`config.mk`:
```
export PLATFORM = sky130hd
export DESIGN_NAME = bso_hit
export DESIGN_NICKNAME = d
export VERILOG_FILES = /design/src/bso_pkg.sv /design/src/bso_hit.sv
export SDC_FILE = /design/constraint.sdc
export NUM_CORES = 2
export LEC_CHECK = 0
export BUFFER_PORTS_ARGS = -buffer_cell sky130_fd_sc_hd__buf_2
export CAP_MARGIN = 20
export CORE_UTILIZATION = 40
export DETAILED_ROUTE_END_ITERATION = 12
export SLEW_MARGIN = 20
export SYNTH_ARGS = -nofsm -noshare
export SYNTH_HDL_FRONTEND = slang
export SYNTH_SLANG_ARGS = --single-unit
```
`constraint.sdc`:
```
create_clock -name vclk -period 22.4
set_clock_uncertainty 0.1 [all_clocks]
set_input_delay 4.48 -clock vclk [all_inputs]
set_output_delay 4.48 -clock vclk [all_outputs]
set_load 0.1 [all_outputs]
```
`src/bso_pkg.sv`:
```
// shared codes and types for the box and sphere overlap test
`default_nettype none

package bso_pkg;

    localparam logic REQ_LOAD = 1'b0;
    localparam logic REQ_TEST = 1'b1;

    localparam logic [1:0] KIND_NONE   = 2'd0;
    localparam logic [1:0] KIND_BOX    = 2'd1;
    localparam logic [1:0] KIND_SPHERE = 2'd2;

    typedef enum logic [2:0] {
        MODE_NONE    = 3'd0,
        MODE_BOX_BOX = 3'd1,
        MODE_BOX_SPH = 3'd2,
        MODE_SPH_BOX = 3'd3,
        MODE_SPH_SPH = 3'd4
    } mode_t;

endpackage

`default_nettype wire

```
`src/bso_hit.sv`:
```
// squarers, sum and final hit decision
`default_nettype none

module bso_hit #(
    parameter int COORD_WIDTH = 16
) (
    input  wire bso_pkg::mode_t                  mode,
    input  wire logic                            box_ok [3],
    input  wire logic        [COORD_WIDTH-1:0]   gap    [3],
    input  wire logic        [COORD_WIDTH-1:0]   cdist  [3],
    input  wire logic        [COORD_WIDTH-2:0]   e_s0,
    input  wire logic        [COORD_WIDTH-2:0]   e_t0,
    output logic                                 hit
);

    localparam int CW = COORD_WIDTH;

    logic [CW-1:0]   op  [3];
    logic [2*CW-1:0] sq  [3];
    logic [CW-1:0]   rad;
    logic [2*CW-1:0] rsq;
    logic [2*CW+1:0] sum;

    always_comb begin
        for (int i = 0; i < 3; i++) begin
            op[i] = (mode == bso_pkg::MODE_SPH_SPH) ? cdist[i] : gap[i];
            sq[i] = op[i] * op[i];
        end
    end

    always_comb begin
        unique case (mode)
            bso_pkg::MODE_SPH_SPH: rad = {1'b0, e_s0} + {1'b0, e_t0};
            bso_pkg::MODE_BOX_SPH: rad = {1'b0, e_t0};
            default:               rad = {1'b0, e_s0};
        endcase
    end

    assign rsq = rad * rad;
    assign sum = {2'b00, sq[0]} + {2'b00, sq[1]} + {2'b00, sq[2]};

    always_comb begin
        unique case (mode)
            bso_pkg::MODE_BOX_BOX: hit = box_ok[0] & box_ok[1] & box_ok[2];
            bso_pkg::MODE_BOX_SPH,
            bso_pkg::MODE_SPH_BOX,
            bso_pkg::MODE_SPH_SPH: hit = (sum <= {2'b00, rsq});
            default:               hit = 1'b0;
        endcase
    end

endmodule

`default_nettype wire

```
==> impl_metrics.ini <==
[detailed_routing]
firstDrtPassIters = 5
wirelength_um = 74900
wl_per_cell_um = 16.3
postRouteAntennaNets = 0
route.detailed.drc = 0
drt-initial-drc-count = 1202
viasPerCell = 4.84
dr_total_vias = 22259

[synth]
synth_area_leaders = fa_1 (51%), ha_1 (16%), inv_1 (13%)
syn_nets = 4757
synth_most_common_cell = inv_1
syn_inst = 3447
synth_cell_type_count = 67
synth_top_area_cell = fa_1
syn_area_um2 = 30900
post_synth.cell_area_avg_um2 = 8.96
seq_area_frac_synth = 0
synth_top_area_share = 0.508
synthTopCellsByCount = inv_1 (1077), fa_1 (784), ha_1 (394)
yosysWarningCount = 0

[layout]
synthToLayoutAreaGrowth_pct = 6.69
clkbuf_count = 0
utilization = 0.432
design.seq.count = 0
n_fill_cell = 7617
layout-drive-gt1-share = 0.0609
nNetsFinal = 4877
fin_area_um2 = 32900
regArea_um2 = 0

[die]
dieArea_um2 = 78300
initial_core_util = 0.405
die_w_um = 280
die_height_um = 280
core_um2 = 76200
ios = 133
num_rows = 101

[cts]
ctsHoldBuffers = 0
cts_resized = 0
postCtsSetupBuffers = 0

[critical_path]
critPathSlowestCell = mux2i_2
arrival_ns = 16.29
worstSetupPathType = primary input to output port
cp_slowest_stage_delay_ns = 0.81
crit_top_cell = fa_1
path_max_fanout = 32
critPathCaptureType = output port
required_ns = 17.82
start_kind = primary input

[place]
place.detailed.hpwl_um = 68700
port_buffers = 133
placed_area_um2 = 32900
gp_congestion = 0.935

[sta]
relSlewSlack = 0.302
setup_tns_ns = 0
min_period_ns = 20.87
fin_hold_ws_ns = 9.58
rsz0062_at_grt = no
fmax_mhz = 47.9
slew_viol_final = 0
finalCritPeriodShare = 0.932
hold_viol = 0
worst_pin_slew_ns = 1.02
setup_viol = 0

[grt]
gr-usage-all-layers = 0.203
gr-total-overflow = 0
grt_pass1_vias = 24373
antenna_found_initial = 3
grt_pass1_wl_um = 124000
grt_max_degree = 45

[run_status]
status = finished, final reports clean

[hold_path]
worst_hold_path.num_cells = 4
hold_class = primary input to output port

[flow_run]
maxCapViolCount = 0
kinds of logic (layout without fill, tap and decap cells):
logic type | after synthesis | in the layout | share of synthesized area
compound gates | 246 | 246 | 0.0575
xor+xnor | 79 | 79 | 0.0224
fa+ha+maj | 1178 | 1178 | 0.668
buf+inv | 1158 | 1276 | 0.141
mux | 39 | 39 | 0.0127
other cells | 1 | 3 | 0.000121
simple gates | 746 | 746 | 0.0979
stage by stage:
step           setup slack, ns  std cells
5_1_grt                  0.824       4595
4_1_cts                   1.60       4595
3_5_place_dp              1.64       4595
2_1_floorplan             2.70       3447
6_report                  1.53       4597
3_3_place_gp              1.23       4595
cell usage in the layout, fill, tap and decap left out, drive strengths merged, types with 7 or more instances in the layout:
cell	count
inv	1083
fa	784
ha	394
nand2	363
nor2	291
buf	176
a21oi	74
xnor2	47
o21ai	44
mux2i	38
a21o	37
xor2	32
clkinv	17
nor3	15
o21a	14
nand3	13
nor2b	13
and2	13
a221oi	13
a211oi	12
nand4	9
nand2b	8
o21bai	8
a221o	7
critical path: cells and delay by family:
family / cells / cell delay [ns]
adder cells (fa/ha/maj): 11 / 5.07
AND/OR/NAND/NOR: 4 / 1.18
buffers and inverters: 8 / 1.49
multiplexers: 1 / 0.81
AO/OA/AOI/OAI: 14 / 3.05
XOR/XNOR: 1 / 0.13
layer usage:
layer | up-vias | share of wire | wire length (um) | global-route usage
met4 | 0 | 0.020 | 1520 | 0.0338
li1 | 10317 | - | - | -
met2 | 561 | 0.49 | 37000 | 0.354
met1 | 11300 | 0.41 | 30700 | 0.267
met5 | - | 0 | 0 | 0
met3 | 81 | 0.076 | 5660 | 0.0345
layout make-up:
type               count  area [um2]  share of cell area
repair buffers       176         988              0.0300
inverters           1100        4130               0.125
multi-input cells   2289       26500               0.805
well taps           1030        1290              0.0391
diodes                 2        5.00            0.000152
worst paths after layout:
path	start	end	slack (ns)
max	mode[0]	hit	1.53
min	box_ok[2]	hit	9.58
Power is not shown: default switching activity piles up to over one toggle a cycle in this logic, so the estimate is an artifact.
